<file path="config.mk">
export PLATFORM = sky130hd
export DESIGN_NAME = ctsh_csr
export DESIGN_NICKNAME = d
export VERILOG_FILES = /design/src/hw/rtl/ctsh_pkg.sv /design/src/hw/rtl/ctsh_csr.sv
export SDC_FILE = /design/constraint.sdc
export NUM_CORES = 1
export LEC_CHECK = 0
export BUFFER_PORTS_ARGS = -buffer_cell sky130_fd_sc_hd__buf_2
export CORE_MARGIN = 8
export CORE_UTILIZATION = 28
export DETAILED_ROUTE_END_ITERATION = 6
export PLACE_DENSITY = 0.84
export SLEW_MARGIN = 20
export SYNTH_ARGS = -nofsm -noshare
export SYNTH_HDL_FRONTEND = slang
export SYNTH_SLANG_ARGS = --single-unit
</file>
<file path="constraint.sdc">
create_clock -name clock -period 2.5 [get_ports clock]
set_clock_uncertainty 0.1 [all_clocks]
set_input_delay 0.25 -clock clock [delete_from_list [all_inputs] [get_ports clock]]
set_output_delay 0.25 -clock clock [all_outputs]
set_load 0.05 [all_outputs]
</file>
<file path="src/hw/rtl/ctsh_pkg.sv">
// ----------------------------------------------------------------------------
// Crypt-table string hash package
// Constants, state encodings and inter-module structs shared by the hash block.
// ----------------------------------------------------------------------------
package ctsh_pkg;

   // Table geometry: slices of 256 words, five slices produced by the generator
   localparam int unsigned SLICE_WORDS = 256;
   localparam int unsigned GEN_SLICES  = 5;
   localparam int unsigned TABLE_AW    = 11;

   // Running seed start values
   localparam logic [31:0] SEED_ONE_INIT = 32'h7FED_7FED;
   localparam logic [31:0] SEED_TWO_INIT = 32'hEEEE_EEEE;

   // Linear congruential generator used to build the crypt table
   localparam logic [21:0] LCG_START = 22'h10_0001;
   localparam logic [21:0] LCG_MOD   = 22'h2A_AAAB;
   localparam logic [6:0]  LCG_MUL   = 7'd125;
   localparam logic [1:0]  LCG_ADD   = 2'd3;
   localparam logic [15:0] HALF_MASK = 16'hFFFF;

   // Reciprocal of the modulus, scaled by 2^RECIP_SHIFT (floor)
   localparam int unsigned RECIP_SHIFT = 40;
   localparam logic [18:0] LCG_RECIP   = 19'((64'd1 << RECIP_SHIFT) / 64'(LCG_MOD));

   // Last generator position
   localparam logic [2:0] LAST_SLICE = 3'(GEN_SLICES - 1);
   localparam logic [7:0] LAST_ROW   = 8'(SLICE_WORDS - 1);

   // ASCII case folding
   localparam logic [7:0] LOWER_A     = 8'h61;
   localparam logic [7:0] LOWER_Z     = 8'h7A;
   localparam logic [7:0] CASE_OFFSET = 8'h20;

   // Register index codes (word index on the configuration port)
   localparam logic [0:0] REG_HASH_TYPE = 1'b0;

   // Table build sequencer
   typedef enum logic [1:0] {
      FILL_SCALE,
      FILL_QUOT,
      FILL_REDUCE,
      FILL_DONE
   } fill_state_type;

   // Table write request from the build sequencer
   typedef struct packed {
      logic        we;
      logic [2:0]  slice;
      logic [7:0]  row;
      logic [31:0] data;
   } fill_wr_type;

   // Item stage status from the hash core
   typedef struct packed {
      logic p1_valid;
      logic p1_last;
      logic ready;
   } core_status_type;

endpackage

</file>
<file path="src/hw/rtl/ctsh_csr.sv">
// ----------------------------------------------------------------------------
// Configuration registers
// APB-style slave holding the hash type; out-of-range writes are dropped.
// ----------------------------------------------------------------------------
module ctsh_csr #(
   parameter int unsigned HASH_TYPES = 5
) (
   input  logic        clock,
   input  logic        reset,
   input  logic        csr_psel,
   input  logic        csr_penable,
   input  logic        csr_pwrite,
   input  logic [2:0]  csr_paddr,
   input  logic [31:0] csr_pwdata,
   output logic [31:0] csr_prdata,
   output logic        csr_pready,
   output logic [2:0]  hash_type
);

   logic [2:0] hash_type_ff, hash_type_in;
   logic       wr_hit;
   logic [2:0] wr_val;

   // Decode the write and keep only supported types
   always_comb begin
      wr_hit       = csr_psel && csr_penable && csr_pwrite
                     && (csr_paddr[2] == ctsh_pkg::REG_HASH_TYPE);
      wr_val       = csr_pwdata[2:0];
      hash_type_in = hash_type_ff;
      if (wr_hit && ({29'b0, wr_val} < 32'(HASH_TYPES))) begin
         hash_type_in = wr_val;
      end
   end

   always_ff @(posedge clock) begin
      if (reset) begin
         hash_type_ff <= '0;
      end else begin
         hash_type_ff <= hash_type_in;
      end
   end

   // Read back
   always_comb begin
      case (csr_paddr[2])
         ctsh_pkg::REG_HASH_TYPE: csr_prdata = {29'b0, hash_type_ff};
         default:                 csr_prdata = '0;
      endcase
   end

   assign csr_pready = 1'b1;
   assign hash_type  = hash_type_ff;

endmodule

</file>
==> results.cfg <==
[status]
status = complete, no violations

[logic_synthesis]
synth-seq-cells = 3
synth_top_cell_by_area = buf_4
postSynthAreaPerCell_sq_um = 8.18
syn_inst = 52
synth_cell_types = 12
synth_area_sq_um = 425
synth_top_cell_area_share_pct = 52.9
ys_seq_area_share_pct = 14.1
yosys_warnings = 0
synth.area.top_cells = buf_4, dfxtp_1, a2111oi_2, and2b_2, a21oi_2

[layout]
nets = 108
seqCellArea_sq_um = 60.1
final_common_cell = conb_1
nFillCells = 168
most-common-layout-cells = conb_1, buf_2
largest_reg_flops = 3
multiInputGateArea_sq_um = 230
num_antenna_cells = 0
syn2layout_area_growth_pct = -3.53
drive_above_1_share_pct = 35.8
final_cells = 83

[pwr]
p_per_area_nw_per_um2 = 618
leakagePower_nw = 0.245
max-vdd-ir-drop_v = 0.000181

[route]
drt_iter0_markers = 5
dr.pass1.iters = 4
vias = 300
drtAntennaViolNets = 0
route.met3.wl_um = 167
drc = 0
vias_per_cell = 3.61
top_layer = met4
wirelength_um = 891
wire_per_inst_um = 10.7
met2_length_um = 433
wl_met1_um = 267

[worst_setup_path]
cp_max_fo = 4
start_kind = flop
critPathKind = reg2out
critPathCaptureType = primary output
r2r_start = hash_type[0]
r2r_cells = 2
crit_path_top_delay_cell = dfxtp_1
max_stage_delay_ns = 0.38
arrival_ns = 1.02
regToRegSetupSlack_ns = 1.52
cp-startpoint = hash_type[0]
crit_chain = and2b_2 -> buf_2
critPathRequiredTime_ns = 2.15

[floorplanning]
die-area_sq_um = 3020
coreArea_sq_um = 1470
start_util_pct = 28.9
rows = 14
die_y_um = 55.0
die-width_um = 55.0
num_io_pins = 76

[clocking]
cts_tree = built
cts_sinks = 3
h-tree-depth = 1
cts_setup_buffers = 0
cts_made_buffers = 3
clockRootBuffer = clkbuf_4
clock_latency_ns = 0.23
postCtsHoldBufs = 0
cts_buffer_depth = 2
cts_resized = 0
clkTransAtPathRegs_ns = 0.04

[job]
drv_cap = 0

[global_route]
grt_use_total_pct = 5.73
first_global_vias = 313
grt_pass1_wl_um = 1210
gr-total-overflow = 0
antenna_found_initial = 0
grt_max_degree = 7

[placement]
hpwlAfterDp_um = 795
placedCellCount = 79
routabilityCongestion = 0.625
io_buffers = 14
dpl_worst_slack_ns = 1.10

[sta]
max_freq_mhz = 732
final_max_slew_viol_count = 0
min_period_over_period_pct = 54.6
setup_viol = 0
fin_ws_ns = 1.13
tns_ns = 0
finalCriticalPeriod_ns = 1.37
hold_viol = 0
grt_setup_unrepaired = false
whs_ns = 0.131

[hold_path]
holdPathStages = 2
hp-start = reset
holdCritPathClass = in2reg
[per-stage QoR]
step | power (mW) | util, % | cell area, sq um
3_5_place_dp | 0.167 | 26.1 | 384
2_1_floorplan | 0.195 | - | 531
4_1_cts | 0.256 | 27.9 | 410
6_report | 0.254 | 27.9 | 410
3_3_place_gp | 0.166 | 26.1 | 384
5_1_grt | 0.267 | 27.9 | 410
[report_power, final]
group,total [mW],leakage (nW),internal (mW),switching [mW]
clock,0.0854,0.0150,0.0598,0.0256
sequential,0.0490,0.0242,0.0486,0.000426
combinational,0.119,0.206,0.00823,0.111
total,0.254,0.245,0.117,0.137
[synth_stat cells (all sizes together)]
cell     count
a21oi        5
and4b        1
buf         31
and2b        3
inv          1
conb         2
dfxtp        3
nor2         3
a2111oi      2
a211oi       1
[critical path: cells and delay by family, from the launching register on]
family	cells	cell delay [ns]
DFF	1	0.38
buffers and inverters	1	0.25
and+or+nand+nor	1	0.15
[routing by layer]
layer	track usage (%)	up-vias
li1	-	140
met1	4.70	129
met2	9.25	29
met3	3.21	2
met4	6.00	0
met5	0	-
[final timing paths]
path,to
hold reg to reg,hash_type[1]
hold / removal,hash_type[0]
setup / recovery,csr_prdata[0]
setup reg to reg,hash_type[0]
[kinds of logic (layout without fill, tap and decap cells)]
kind of cell / count (synthesis) / in the layout / share of synthesized area (%)
flip-flops: 3 / 3 / 14.1
buffers and inverters: 32 / 19 / 56.5
AND/OR/NAND/NOR: 7 / 7 / 11.2
other: 2 / 30 / 1.77
AO/OA/AOI/OAI: 8 / 8 / 16.5
[cell type report]
cell class / count / share of cell area [%]
sequential: 3 / 14.6
multi-input combinational: 45 / 56.1
clock buffer: 4 / 6.40
timing repair buffer: 14 / 17.1
tap: 16 / 4.88
inverter: 1 / 0.915
Power figures use the tool's default switching activity.
