File: src/hw/rtl/ctsh_pkg.sv
// ----------------------------------------------------------------------------
// Crypt-table string hash package
// Constants, state encodings and inter-module structs shared by the hash block.
// ----------------------------------------------------------------------------
package ctsh_pkg;

   // Table geometry: slices of 256 words, five slices produced by the generator
   localparam int unsigned SLICE_WORDS = 256;
   localparam int unsigned GEN_SLICES  = 5;
   localparam int unsigned TABLE_AW    = 11;

   // Running seed start values
   localparam logic [31:0] SEED_ONE_INIT = 32'h7FED_7FED;
   localparam logic [31:0] SEED_TWO_INIT = 32'hEEEE_EEEE;

   // Linear congruential generator used to build the crypt table
   localparam logic [21:0] LCG_START = 22'h10_0001;
   localparam logic [21:0] LCG_MOD   = 22'h2A_AAAB;
   localparam logic [6:0]  LCG_MUL   = 7'd125;
   localparam logic [1:0]  LCG_ADD   = 2'd3;
   localparam logic [15:0] HALF_MASK = 16'hFFFF;

   // Reciprocal of the modulus, scaled by 2^RECIP_SHIFT (floor)
   localparam int unsigned RECIP_SHIFT = 40;
   localparam logic [18:0] LCG_RECIP   = 19'((64'd1 << RECIP_SHIFT) / 64'(LCG_MOD));

   // Last generator position
   localparam logic [2:0] LAST_SLICE = 3'(GEN_SLICES - 1);
   localparam logic [7:0] LAST_ROW   = 8'(SLICE_WORDS - 1);

   // ASCII case folding
   localparam logic [7:0] LOWER_A     = 8'h61;
   localparam logic [7:0] LOWER_Z     = 8'h7A;
   localparam logic [7:0] CASE_OFFSET = 8'h20;

   // Register index codes (word index on the configuration port)
   localparam logic [0:0] REG_HASH_TYPE = 1'b0;

   // Table build sequencer
   typedef enum logic [1:0] {
      FILL_SCALE,
      FILL_QUOT,
      FILL_REDUCE,
      FILL_DONE
   } fill_state_type;

   // Table write request from the build sequencer
   typedef struct packed {
      logic        we;
      logic [2:0]  slice;
      logic [7:0]  row;
      logic [31:0] data;
   } fill_wr_type;

   // Item stage status from the hash core
   typedef struct packed {
      logic p1_valid;
      logic p1_last;
      logic ready;
   } core_status_type;

endpackage

File: src/hw/rtl/ctsh_hash_core.sv
// ----------------------------------------------------------------------------
// Hash core
// Item stage aligned with the table read, seed update and result register.
// ----------------------------------------------------------------------------
module ctsh_hash_core (
   input  logic                        clock,
   input  logic                        reset,
   input  logic                        item_load,
   input  logic [7:0]                  item_char,
   input  logic                        item_last,
   input  logic [31:0]                 table_word,
   input  logic                        rsp_stall,
   output logic                        rsp_valid,
   output logic [31:0]                 rsp_hash_value,
   output ctsh_pkg::core_status_type   status
);

   logic        p1_valid_ff, p1_valid_in;
   logic [7:0]  p1_char_ff;
   logic        p1_last_ff;
   logic [31:0] seed_one_ff, seed_one_in;
   logic [31:0] seed_two_ff, seed_two_in;
   logic        rsp_valid_ff, rsp_valid_in;
   logic [31:0] hash_ff, hash_in;

   logic [31:0] s1;
   logic [31:0] s2;
   logic        out_free;
   logic        p1_fire;

   // Seed update for the byte in the item stage
   always_comb begin
      s1 = table_word ^ (seed_one_ff + seed_two_ff);
      s2 = 32'(p1_char_ff) + s1 + seed_two_ff + (seed_two_ff << 5)
           + 32'(ctsh_pkg::LCG_ADD);
   end

   // Stage flow: a last byte waits for the result register to free up
   always_comb begin
      out_free    = !rsp_valid_ff || !rsp_stall;
      p1_fire     = p1_valid_ff && (!p1_last_ff || out_free);
      p1_valid_in = item_load ? 1'b1 : (p1_fire ? 1'b0 : p1_valid_ff);

      seed_one_in = seed_one_ff;
      seed_two_in = seed_two_ff;
      if (p1_fire) begin
         if (p1_last_ff) begin
            seed_one_in = ctsh_pkg::SEED_ONE_INIT;
            seed_two_in = ctsh_pkg::SEED_TWO_INIT;
         end else begin
            seed_one_in = s1;
            seed_two_in = s2;
         end
      end

      rsp_valid_in = rsp_valid_ff;
      hash_in      = hash_ff;
      if (p1_fire && p1_last_ff) begin
         rsp_valid_in = 1'b1;
         hash_in      = s1;
      end else if (!rsp_stall) begin
         rsp_valid_in = 1'b0;
      end
   end

   always_ff @(posedge clock) begin
      if (reset) begin
         p1_valid_ff  <= 1'b0;
         seed_one_ff  <= ctsh_pkg::SEED_ONE_INIT;
         seed_two_ff  <= ctsh_pkg::SEED_TWO_INIT;
         rsp_valid_ff <= 1'b0;
      end else begin
         p1_valid_ff  <= p1_valid_in;
         seed_one_ff  <= seed_one_in;
         seed_two_ff  <= seed_two_in;
         rsp_valid_ff <= rsp_valid_in;
      end
   end

   // Payload registers
   always_ff @(posedge clock) begin
      if (item_load) begin
         p1_char_ff <= item_char;
         p1_last_ff <= item_last;
      end
      hash_ff <= hash_in;
   end

   assign rsp_valid       = rsp_valid_ff;
   assign rsp_hash_value  = hash_ff;
   assign status.p1_valid = p1_valid_ff;
   assign status.p1_last  = p1_last_ff;
   assign status.ready    = !p1_valid_ff || p1_fire;

endmodule

File: config.mk
export PLATFORM = sky130hd
export DESIGN_NAME = ctsh_hash_core
export DESIGN_NICKNAME = d
export VERILOG_FILES = /design/src/hw/rtl/ctsh_pkg.sv /design/src/hw/rtl/ctsh_hash_core.sv
export SDC_FILE = /design/constraint.sdc
export NUM_CORES = 1
export LEC_CHECK = 0
export BUFFER_PORTS_ARGS = -buffer_cell sky130_fd_sc_hd__buf_2
export CORE_MARGIN = 1
export CORE_UTILIZATION = 40
export CTS_BUF_LIST = sky130_fd_sc_hd__clkbuf_4 sky130_fd_sc_hd__clkbuf_8
export CTS_CLUSTER_DIAMETER = 200
export DETAILED_ROUTE_END_ITERATION = 10
export GPL_TIMING_DRIVEN = 1
export PLACE_DENSITY_LB_ADDON = 0.25
export RECOVER_POWER = 25
export SYNTH_ARGS = -nofsm -noshare
export SYNTH_HDL_FRONTEND = slang
export SYNTH_SLANG_ARGS = --single-unit
File: constraint.sdc
create_clock -name clock -period 6.4 [get_ports clock]
set_input_delay 0.64 -clock clock [delete_from_list [all_inputs] [get_ports clock]]
set_output_delay 0.64 -clock clock [all_outputs]
set_load 0.02 [all_outputs]
==> reports/qor.yml <==
synth_area_um2: 8380
start_util_pct: 41.1
drtIter0Drc: 348
syn2layout_area_growth_pct: 10.1
cp.required_ns: 6.70
fin_skew_ns: 0.0168
rows: 52
synth_cells: 916
r2r_cells: 23
clk_path_buf_depth: 2
viasPerCell: 5.17
finalNetCount: 1153
avgSynthCellArea_um2: 9.15
drive_above_1_share_pct: 9.82
synthArstFlopShare_pct: 0
grt_setup_unrepaired: "no"
timing.rr.start: "seed_two_ff[0]"
status: "completed"
routed_wl_um: 20500
finalCritPeriodShare_pct: 91.6
cp_max_fo: 6
die_x_um: 147
drv_slew: 0
crit_arrival_ns: 6.16
gp_congestion: 0.853
cts.clk_slew.worst_paths_ns: 0.11
yosysSeqAreaShare_pct: 30.5
cp-startpoint: "seed_two_ff[0]"
final_common_cell: "inv_1"
wl_per_cell_um: 16.3
grt_pass1_wl_um: 33500
drc: 0
dpl.hpwl_um: 15900
ys_seq_elements: 107
tritoncts: "yes"
timing.rr.end: "seed_two_ff[31]"
die_area_um2: 21500
worst_slew_pin_slew_ns: 0.989
ys_warn_count: 0
num_vias: 6501
grt_usage_pct: 19.9
hold_viol: 0
synth_cell_types: 74
crit_type: "flip-flop to flip-flop"
cts_buffers: 9
ant_nets: 0
grt_pass1_vias: 6401
drv_cap: 0
endpoint: "seed_two_ff[31]"
min_path_type: "input port to flip-flop"
fin_tns_setup_ns: 0
antenna_found_initial: 0
final_cell_mix: "125 x inv_1, 92 x ha_1, 70 x a21oi_1"
grt_max_degree: 64
h-tree-depth: 3
cts.sinks: 107
critPathLaunchType: "flip-flop"
synthFlopType: "dfxtp_1"
pin_count: 81
r2r_slack_ns: 0.54
synth-edff-count: 41
cts_root_buffer: "clkbuf_8"
core-area_um2: 20400
dr.pass1.iters: 4
relSlewSlack_pct: 33.9
port_buffers: 80
fin_crit_ns: 5.86
crit_path_end_kind: "flip-flop"
setup-violations-final: 0
fp.dieH_um: 147
synth_fp_nets: 1086
clock_latency_ns: 0.40
grt-ovfl-total: 0
max_freq_mhz: 171
num_antenna_cells: 0
[sequential cells by signal, indices dropped and copies added (netlist names)]
register / flops
p1_char_ff: 8
p1_last_ff: 1
p1_valid_ff: 1
rsp_hash_value: 32
rsp_valid: 1
seed_one_ff: 32
seed_two_ff: 32
[worst min-delay path by stage]
stage / start / cells past startpoint / end
6_report: item_char[2] / 1 / p1_char_ff[2]
5_1_grt: item_char[2] / 1 / p1_char_ff[2]
4_1_cts: item_char[2] / 1 / p1_char_ff[2]
3_5_place_dp: seed_one_ff[29] / 2 / seed_one_ff[29]
3_3_place_gp: seed_one_ff[17] / 2 / seed_one_ff[17]
2_1_floorplan: seed_one_ff[17] / 2 / seed_one_ff[17]
[metrics by stage]
stage,util (%),hold WS (ns),std cells,worst slack [ns],instance area (um2)
3_3_place_gp,44.4,0.446,1242,0.642,9030
6_report,45.3,0.409,1258,0.538,9230
4_1_cts,45.4,0.389,1258,0.466,9250
5_1_grt,45.3,0.380,1258,0.0131,9230
3_5_place_dp,44.4,0.464,1242,0.489,9030
2_1_floorplan,-,0.432,916,1.35,8380
[Yosys cell counts (3+ instances only)]
library cell / count / area, um2
fa_1: 33 / 661
nand2_1: 65 / 244
nand2b_1: 8 / 50.1
ha_1: 92 / 1150
o31ai_1: 3 / 22.5
inv_1: 125 / 469
o21ai_0: 34 / 170
and3_1: 3 / 18.8
o21ai_1: 6 / 30.0
buf_4: 3 / 22.5
nand3b_1: 3 / 22.5
or3_1: 4 / 25.0
nand3_1: 17 / 85.1
xnor2_1: 66 / 578
nor2b_1: 5 / 31.3
a31oi_1: 3 / 18.8
nor3_1: 13 / 65.1
xor2_1: 25 / 219
a21oi_1: 70 / 350
mux2i_1: 3 / 30.0
clkbuf_1: 23 / 86.3
nor2_1: 46 / 173
o21a_1: 6 / 45.0
a22oi_1: 7 / 52.6
dfxtp_1: 66 / 1320
o21bai_1: 7 / 52.6
or2_2: 4 / 25.0
nand4_1: 9 / 56.3
o211ai_1: 26 / 195
a21o_1: 41 / 308
o22ai_1: 3 / 18.8
edfxtp_1: 41 / 1230
[metal layers]
metal,part of all wire [%],up-vias,global-route usage [%],wire length [um]
met4,1.6,0,6.30,319
met1,51,3056,28.4,10500
met5,0,-,0,0
met3,2.7,20,2.33,547
li1,-,3328,-,-
met2,44,97,31.4,9140
[repair_timing]
item                                    4_1_cts  5_1_grt
hold buffers                                  0        0
gates resized for setup                       0        1
endpoints found under the setup margin        0        1
endpoints found under the hold margin         0        0
buffers inserted                              0        0
[critical path, stage by stage (launching register included)]
cell	delay, ns
dfxtp_1	0.42
ha_1	0.26
fa_1	0.26
a21oi_1	0.08
o21ai_1	0.28
nand3_1	0.23
a2111oi_4	0.47
nor2_1	0.16
o21bai_1	0.28
o21ai_0	0.14
xnor2_1	0.32
fa_1	0.47
inv_1	0.07
ha_1	0.22
ha_1	0.38
a21o_1	0.24
a31oi_1	0.19
o31a_1	0.18
nand2_1	0.05
a31o_2	0.24
a31o_1	0.22
a21oi_2	0.15
xnor3_1	0.30
o22a_1	0.15
[area by class of cell]
class	instances	area (um2)
clock buffer	9	124
clock inverter	7	90.1
fill	2054	11100
inverter	125	469
multi-input combinational	656	5260
sequential	107	2550
tap	270	338
timing repair buffer	84	397
[cell families after synthesis]
kind of cell / synth area share [%]
AO/OA/AOI/OAI: 20.0
XOR/XNOR: 9.78
adder cells (fa/ha/maj): 21.6
buffers and inverters: 7.08
flip-flops: 30.5
multiplexers: 0.358
AND/OR/NAND/NOR: 10.7
Power is not shown: default switching activity piles up to over one toggle a cycle in this logic, so the estimate is an artifact.
