[config.mk]
export PLATFORM = sky130hd
export DESIGN_NAME = ctsh_table_fill
export DESIGN_NICKNAME = d
export VERILOG_FILES = /design/src/hw/rtl/ctsh_pkg.sv /design/src/hw/rtl/ctsh_table_fill.sv
export SDC_FILE = /design/constraint.sdc
export NUM_CORES = 1
export LEC_CHECK = 0
export ABC_AREA = 0
export BUFFER_PORTS_ARGS = -buffer_cell sky130_fd_sc_hd__clkbuf_2
export CORE_UTILIZATION = 60
export CTS_CLUSTER_DIAMETER = 30
export DETAILED_ROUTE_END_ITERATION = 7
export MAX_ROUTING_LAYER = met4
export PLACE_DENSITY_LB_ADDON = 0.2
export SYNTH_ARGS = -nofsm -noshare
export SYNTH_HDL_FRONTEND = slang
export SYNTH_SLANG_ARGS = --single-unit
[constraint.sdc]
create_clock -name clock -period 8.39 [get_ports clock]
set_input_delay 1.2585 -clock clock [delete_from_list [all_inputs] [get_ports clock]]
set_output_delay 1.2585 -clock clock [all_outputs]
set_load 0.02 [all_outputs]
[src/hw/rtl/ctsh_pkg.sv]
// ----------------------------------------------------------------------------
// Crypt-table string hash package
// Constants, state encodings and inter-module structs shared by the hash block.
// ----------------------------------------------------------------------------
package ctsh_pkg;

   // Table geometry: slices of 256 words, five slices produced by the generator
   localparam int unsigned SLICE_WORDS = 256;
   localparam int unsigned GEN_SLICES  = 5;
   localparam int unsigned TABLE_AW    = 11;

   // Running seed start values
   localparam logic [31:0] SEED_ONE_INIT = 32'h7FED_7FED;
   localparam logic [31:0] SEED_TWO_INIT = 32'hEEEE_EEEE;

   // Linear congruential generator used to build the crypt table
   localparam logic [21:0] LCG_START = 22'h10_0001;
   localparam logic [21:0] LCG_MOD   = 22'h2A_AAAB;
   localparam logic [6:0]  LCG_MUL   = 7'd125;
   localparam logic [1:0]  LCG_ADD   = 2'd3;
   localparam logic [15:0] HALF_MASK = 16'hFFFF;

   // Reciprocal of the modulus, scaled by 2^RECIP_SHIFT (floor)
   localparam int unsigned RECIP_SHIFT = 40;
   localparam logic [18:0] LCG_RECIP   = 19'((64'd1 << RECIP_SHIFT) / 64'(LCG_MOD));

   // Last generator position
   localparam logic [2:0] LAST_SLICE = 3'(GEN_SLICES - 1);
   localparam logic [7:0] LAST_ROW   = 8'(SLICE_WORDS - 1);

   // ASCII case folding
   localparam logic [7:0] LOWER_A     = 8'h61;
   localparam logic [7:0] LOWER_Z     = 8'h7A;
   localparam logic [7:0] CASE_OFFSET = 8'h20;

   // Register index codes (word index on the configuration port)
   localparam logic [0:0] REG_HASH_TYPE = 1'b0;

   // Table build sequencer
   typedef enum logic [1:0] {
      FILL_SCALE,
      FILL_QUOT,
      FILL_REDUCE,
      FILL_DONE
   } fill_state_type;

   // Table write request from the build sequencer
   typedef struct packed {
      logic        we;
      logic [2:0]  slice;
      logic [7:0]  row;
      logic [31:0] data;
   } fill_wr_type;

   // Item stage status from the hash core
   typedef struct packed {
      logic p1_valid;
      logic p1_last;
      logic ready;
   } core_status_type;

endpackage

[src/hw/rtl/ctsh_table_fill.sv]
// ----------------------------------------------------------------------------
// Crypt table build sequencer
// Steps the LCG through the scale, quotient and reduce states and emits one
// table word every two steps, row by row across the five slices.
// ----------------------------------------------------------------------------
module ctsh_table_fill (
   input  logic                   clock,
   input  logic                   reset,
   output ctsh_pkg::fill_wr_type  fill_wr,
   output logic                   fill_done
);

   ctsh_pkg::fill_state_type state_ff, state_in;
   logic [21:0] seed_ff, seed_in;
   logic [28:0] x_ff, x_in;
   logic [6:0]  q_ff, q_in;
   logic [15:0] hi_ff, hi_in;
   logic        half_ff, half_in;
   logic [7:0]  row_ff, row_in;
   logic [2:0]  slice_ff, slice_in;

   logic [28:0] scale;
   logic [47:0] prod_recip;
   logic [28:0] qm;
   logic [28:0] rem;
   logic [28:0] red;
   logic [21:0] seed_new;
   logic [15:0] half_word;

   // LCG arithmetic: x = s*125+3, q ~ x/M via reciprocal, r = x - q*M corrected
   always_comb begin
      scale      = 29'(seed_ff) * 29'(ctsh_pkg::LCG_MUL) + 29'(ctsh_pkg::LCG_ADD);
      prod_recip = 48'(x_ff) * 48'(ctsh_pkg::LCG_RECIP);
      qm         = 29'(q_ff) * 29'(ctsh_pkg::LCG_MOD);
      rem        = x_ff - qm;
      red        = (rem >= 29'(ctsh_pkg::LCG_MOD)) ? rem - 29'(ctsh_pkg::LCG_MOD) : rem;
      seed_new   = red[21:0];
      half_word  = 16'(seed_new) & ctsh_pkg::HALF_MASK;
   end

   // Next state and table write
   always_comb begin
      state_in = state_ff;
      seed_in  = seed_ff;
      x_in     = x_ff;
      q_in     = q_ff;
      hi_in    = hi_ff;
      half_in  = half_ff;
      row_in   = row_ff;
      slice_in = slice_ff;
      fill_wr.we    = 1'b0;
      fill_wr.slice = slice_ff;
      fill_wr.row   = row_ff;
      fill_wr.data  = {hi_ff, half_word};
      case (state_ff)
         ctsh_pkg::FILL_SCALE: begin
            x_in     = scale;
            state_in = ctsh_pkg::FILL_QUOT;
         end
         ctsh_pkg::FILL_QUOT: begin
            q_in     = prod_recip[46:40];
            state_in = ctsh_pkg::FILL_REDUCE;
         end
         ctsh_pkg::FILL_REDUCE: begin
            seed_in  = seed_new;
            state_in = ctsh_pkg::FILL_SCALE;
            if (!half_ff) begin
               hi_in   = half_word;
               half_in = 1'b1;
            end else begin
               fill_wr.we = 1'b1;
               half_in    = 1'b0;
               if (slice_ff == ctsh_pkg::LAST_SLICE) begin
                  slice_in = '0;
                  row_in   = row_ff + 8'd1;
                  if (row_ff == ctsh_pkg::LAST_ROW) begin
                     state_in = ctsh_pkg::FILL_DONE;
                  end
               end else begin
                  slice_in = slice_ff + 3'd1;
               end
            end
         end
         ctsh_pkg::FILL_DONE: begin
            state_in = ctsh_pkg::FILL_DONE;
         end
         default: begin
            state_in = ctsh_pkg::FILL_SCALE;
         end
      endcase
   end

   // Sequencer control registers
   always_ff @(posedge clock) begin
      if (reset) begin
         state_ff <= ctsh_pkg::FILL_SCALE;
         seed_ff  <= ctsh_pkg::LCG_START;
         half_ff  <= 1'b0;
         row_ff   <= '0;
         slice_ff <= '0;
      end else begin
         state_ff <= state_in;
         seed_ff  <= seed_in;
         half_ff  <= half_in;
         row_ff   <= row_in;
         slice_ff <= slice_in;
      end
   end

   // Arithmetic pipeline registers
   always_ff @(posedge clock) begin
      x_ff  <= x_in;
      q_ff  <= q_in;
      hi_ff <= hi_in;
   end

   assign fill_done = (state_ff == ctsh_pkg::FILL_DONE);

endmodule

==> results of run 1 <==
-- synth_stat cells (all sizes together), types with 16 or more instances --
cell type / instances / area share (%)
nand2: 52 / 0.93
o21ai: 52 / 1.2
o211ai: 18 / 0.71
a21o: 34 / 1.2
inv: 705 / 12
edfxtp: 52 / 7.2
a31oi: 16 / 0.46
a21oi: 84 / 2.2
xor2: 27 / 1.1
dfxtp: 36 / 3.3
fa: 423 / 39
clkbuf: 16 / 0.28
ha: 270 / 15
nand3: 41 / 0.96
and2: 20 / 0.58
xnor2: 50 / 2.0
buf: 33 / 1.1
nor2: 70 / 1.2
and3: 16 / 0.46
nor3: 33 / 0.83
-- worst paths after layout --
check                                               from                  endpoint  slack [ns]  depth (start not counted)
worst max-delay path                   q_ff[3]$_DFFE_PN_               fill_wr[14]        0.36                         20
worst min-delay path            slice_ff[2]$_SDFFE_PP0P_  slice_ff[2]$_SDFFE_PP0P_        0.49                          2
worst max register to register        x_ff[18]$_DFFE_PN_         q_ff[6]$_DFFE_PN_        1.07                         19
worst min register to register  slice_ff[2]$_SDFFE_PP0P_  slice_ff[2]$_SDFFE_PP0P_        0.49                          2
-- logic make-up (layout without fill, tap and decap cells) --
family,count (synthesis),count (layout),synth area share (%)
compound gates,324,324,10.9
xor+xnor,77,77,3.12
fa+ha+maj,693,693,54.2
buf+inv,754,780,13.5
flops,88,88,10.5
mux,4,4,0.189
simple gates,311,311,7.56
-- critical path, cell delays in order (launching register included) --
cell	delay [ns]
edfxtp_1	0.45
ha_1	0.35
fa_1	0.61
inv_1	0.22
fa_1	0.56
inv_1	0.06
fa_1	0.53
inv_1	0.05
ha_1	0.44
and4_1	0.34
and4_1	0.26
nor3_1	0.07
a21oi_2	0.20
a41oi_1	0.22
o211a_1	0.28
nor4_2	0.55
o2111a_1	0.27
buf_4	0.34
a21oi_1	0.15
xor2_1	0.23
clkbuf_2	0.21
-- repair_timing --
item | 4_1_cts | 5_1_grt
endpoints found under the hold margin | 0 | 0
hold buffers | 0 | 0
endpoints found under the setup margin | 0 | 12
gates resized for setup | 0 | 1
-- flip-flops by register name, summed over array words and instances (netlist names) --
name	count
half_ff	1
hi_ff	16
q_ff	7
row_ff	8
seed_ff	22
slice_ff	3
state_ff	2
x_ff	29
-- stage by stage --
step	area, sq um	util (%)	std cells	setup WS [ns]
6_report	22800	63.8	2738	0.358
5_1_grt	22800	63.8	2738	0.00193
4_1_cts	22800	63.8	2738	0.355
3_5_place_dp	22400	62.9	2722	0.778
3_3_place_gp	22400	62.9	2722	0.941
2_1_floorplan	21800	-	2251	1.55
-- cell type report --
| cell class | count | area, sq um | share of cell area (%) |
|---|---|---|---|
| sequential | 88 | 2280 | 10.0 |
| tap | 461 | 577 | 2.54 |
| inverter | 705 | 2650 | 11.6 |
| clock buffer | 9 | 225 | 0.990 |
| clock inverter | 7 | 88.8 | 0.390 |
| multi-input combinational | 1409 | 16600 | 73.0 |
| timing repair buffer | 59 | 328 | 1.44 |
-- per-layer routing --
metal  vias up  global-route usage (%)  part of all wire, %
li1       7087                       -                    -
met1      7635                    39.1                   44
met2       407                    49.4                   49
met3        96                    2.76                  3.9
met4         0                    9.78                  3.3
met5         -                       -                    0
==> results.py, run 1 <==
metrics = {
    "sta": {
        "fin_skew_ns": 0.0139,
        "drv_slew": 0,
        "fmax_mhz": 124,
        "hold_viol": 0,
        "slew_headroom_pct": 16.4,
        "worst_slew_pin_slew_ns": 1.25,
        "fin_crit_sh_pct": 95.7,
        "rsz0062_at_grt": "false",
        "setup_tns_ns": 0,
        "layout_min_cycle_time_ns": 8.03,
        "finalSetupViolations": 0,
        "whs_ns": 0.490,
    },
    "grt": {
        "overflow": 0,
        "grt_pass1_wl_microns": 82900,
        "grt_pass1_vias": 16100,
        "antenna_found_initial": 0,
        "grt_max_degree": 30,
        "grt_util_all_layers_pct": 30.0,
    },
    "synthesis": {
        "ys_seq_elements": 88,
        "postSynthAreaPerCell_sq_um": 9.70,
        "synth_area_sq_mm": 0.0218,
        "ys.warnings.count": 0,
        "synth_cell_type_count": 89,
        "synthArstFlopShare_pct": 0,
        "synth_edf_count": 52,
        "synth_flop_cell": "edfxtp_1",
        "seq_area_frac_synth_pct": 10.5,
        "syn_nets": 2946,
        "syn_inst": 2251,
    },
    "layout": {
        "drive_gt1_share_pct": 5.75,
        "antenna_cells": 0,
        "synthToLayoutAreaGrowth_pct": 4.19,
        "final_cell_mix": "705 x inv_1, 423 x fa_1, 270 x ha_1",
        "num-nets-final": 2967,
        "n_fill_cell": 2928,
        "mostFrequentLayoutCell": "inv_1",
    },
    "setup_path": {
        "cp_max_fo": 28,
        "worstPathRequired_ns": 7.13,
        "critPathLaunchType": "register",
        "path_class": "reg2out",
        "arrival_ns": 6.77,
        "cp-end-kind": "output pin",
    },
    "clock_tree": {
        "cts.sinks": 88,
        "cts_buffer_depth": 2,
        "cts_root_buf": "clkbuf_16",
        "cts_tree": "yes",
        "clkTransAtPathRegs_ns": 0.07,
        "cts_buffers": 9,
        "insertion_delay_ns": 0.37,
        "cts_setup_buffers": 0,
        "htree_levels": 3,
    },
    "floorplanning": {
        "start_util_pct": 61.2,
        "die_h_microns": 193,
        "io_pins": 47,
        "dieArea_sq_mm": 0.0372,
        "core_sq_mm": 0.0357,
        "die_w_microns": 193,
        "floorplan.rows": 69,
    },
    "placement": {
        "gp_congestion": 0.954,
        "dpl.hpwl_microns": 44200,
        "portBuffers": 46,
    },
    "route": {
        "drc": 0,
        "vias": 15200,
        "wl_microns": 50300,
        "ant_nets": 0,
        "vias_per_cell": 5.56,
        "routedWlPerCell_microns": 18.4,
        "drtIter0Drc": 1005,
        "first_pass_iters": 6,
    },
    "run": {
        "cap_violations": 0,
    },
    "min_path": {
        "min_path_type": "reg2reg",
    },
    "outcome": {
        "status": "finished, final reports clean",
    },
}
Power of run 1 is not shown: default switching activity piles up to over one toggle a cycle in this logic, so the estimate is an artifact.
==> run 2: changes to the inputs <==
Settings changed: CORE_ASPECT_RATIO set to 1.1, CTS_CLUSTER_SIZE set to 30.
==> run 2 against run 1 <==
Setup slack lost 0.014 ns. First-iteration DRC count is 22% lower. Sequential share of layout area hardly changed. Count of clock-buffer cells in the layout stayed put. Flip-flop and latch count did not move. Global-route usage up 0.18 points. Critical path depth is the same. Highest routed layer unchanged.
==> results.py, run 2 (synthesized netlist as in run 1, its figures left out) <==
metrics = {
    "outcome": {
        "status": "finished, final reports clean",
    },
    "clock_tree": {
        "insertion_delay_ns": 0.39,
        "cts_root_buf": "clkbuf_16",
        "htree_levels": 3,
        "cts_buffer_depth": 2,
        "cts.sinks": 88,
        "cts_buffers": 9,
        "clkTransAtPathRegs_ns": 0.07,
        "cts_tree": "yes",
    },
    "placement": {
        "place_ws_ns": 0.701,
        "gp_congestion": 0.963,
        "dp_cells": 2742,
        "portBuffers": 46,
        "dpl.hpwl_microns": 44500,
    },
    "min_path": {
        "min_path_type": "reg2reg",
    },
    "sta": {
        "rsz0062_at_grt": "false",
        "fmax_mhz": 124,
        "fin_ws_ns": 0.344,
        "hold_viol": 0,
        "setup_tns_ns": 0,
        "slew_headroom_pct": 39.3,
        "finalSetupViolations": 0,
        "drv_slew": 0,
        "worst_slew_pin_slew_ns": 0.902,
        "fin_skew_ns": 0.0142,
        "fin_crit_sh_pct": 95.9,
        "layout_min_cycle_time_ns": 8.05,
    },
    "route": {
        "drtIter0Drc": 785,
        "drc": 0,
        "vias_per_cell": 5.49,
        "first_pass_iters": 5,
        "ant_nets": 0,
        "vias": 15200,
        "routedWlPerCell_microns": 18.3,
        "wl_microns": 50500,
    },
    "grt": {
        "antenna_found_initial": 0,
        "grt_pass1_wl_microns": 83300,
        "grt_max_degree": 30,
        "overflow": 0,
        "grt_util_all_layers_pct": 30.2,
        "grt_pass1_vias": 16200,
    },
    "layout": {
        "regMostFlops": "x_ff",
        "drive_gt1_share_pct": 5.84,
        "final_util_pct": 64.2,
        "largest_register_ffs": 29,
        "final_cell_mix": "705 x inv_1, 423 x fa_1, 270 x ha_1",
        "antenna_cells": 0,
        "top_regs": "x_ff: 29 flops, seed_ff: 22 flops, hi_ff: 16 flops",
        "synthToLayoutAreaGrowth_pct": 4.31,
        "mostFrequentLayoutCell": "inv_1",
        "num-nets-final": 2969,
        "final_cells": 2760,
    },
    "setup_path": {
        "path_class": "reg2out",
        "critPathLaunchType": "register",
        "slowest_delay_ns": 0.61,
        "path_buf_inv": 5,
        "worstPathRequired_ns": 7.13,
        "critPathSlowestCell": "fa_1",
        "cp_max_fo": 28,
        "timing.critical_path.cells": "ha_1 -> fa_1 -> inv_1 -> fa_1 -> inv_1 -> fa_1 -> inv_1 -> ha_1 -> nor2b_1 -> a221oi_1 -> o21ai_2 -> a311oi_4 -> or2_1 -> o221ai_2 -> a2111oi_4 -> or3_1 -> buf_4 -> a21oi_1 -> xor2_1 -> clkbuf_2",
        "cp-end-kind": "output pin",
        "arrival_ns": 6.79,
        "crit_family": "adder cells",
    },
    "floorplanning": {
        "start_util_pct": 61.5,
        "io_pins": 47,
        "core_sq_mm": 0.0355,
        "floorplan.rows": 72,
        "die_h_microns": 202,
        "die_w_microns": 184,
        "dieArea_sq_mm": 0.0372,
    },
    "run": {
        "cap_violations": 0,
    },
}
[run 2: cell types whose count changed in the layout (fill, tap and decap cells not counted), sizes merged]
cell / before / now
buf: 13 / 15
bufinv: 1 / 0
clkinv: 2 / 1
clkinvlp: 1 / 0
inv: 708 / 711
[run 2: worst paths after layout]
check	start	endpoint	slack [ns]	cells after the start
hold reg to reg	slice_ff[2]$_SDFFE_PP0P_	slice_ff[2]$_SDFFE_PP0P_	0.49	2
setup reg to reg	x_ff[5]$_DFFE_PN_	q_ff[6]$_DFFE_PN_	1.17	19
setup / recovery	q_ff[1]$_DFFE_PN_	fill_wr[15]	0.34	20
hold / removal	slice_ff[2]$_SDFFE_PP0P_	slice_ff[2]$_SDFFE_PP0P_	0.49	2
[run 2: per-stage QoR]
step | hold slack [ns] | cell area (sq um)
3_5_place_dp | 0.480 | 22500
2_1_floorplan | 0.489 | 21800
3_3_place_gp | 0.466 | 22500
5_1_grt | 0.513 | 22800
6_report | 0.489 | 22800
4_1_cts | 0.490 | 22800
[run 2: what timing repair did]
item / in CTS / in global routing
setup endpoints to repair: 0 / 12
hold buffers: 0 / 0
gates resized for setup: 0 / 1
setup buffers: 0 / 2
endpoints found under the hold margin: 0 / 0
[run 2: cell type report]
cell class                      count  area [sq um]
Multi-Input combinational cell   1409         16600
Timing Repair Buffer               61           343
Fill cell                        2976         12700
Sequential cell                    88          2280
Clock buffer                        9           225
Tap cell                          481           602
Inverter                          705          2650
Clock inverter                      7          66.3
[run 2: layer usage]
| layer | GRT usage (%) | share of wire (%) | vias up |
|---|---|---|---|
| met3 | 2.74 | 3.8 | 84 |
| met4 | 11.5 | 3.6 | 0 |
| li1 | - | - | 7084 |
| met2 | 51.0 | 51 | 361 |
| met5 | - | 0 | - |
| met1 | 37.6 | 42 | 7634 |
[run 2: worst min-delay path, stage by stage (launching register included)]
cell and delay [ns]:
dfxtp_1 0.33, nand2_1 0.06, a21oi_1 0.05
Power of run 2 is left out for the same reason.
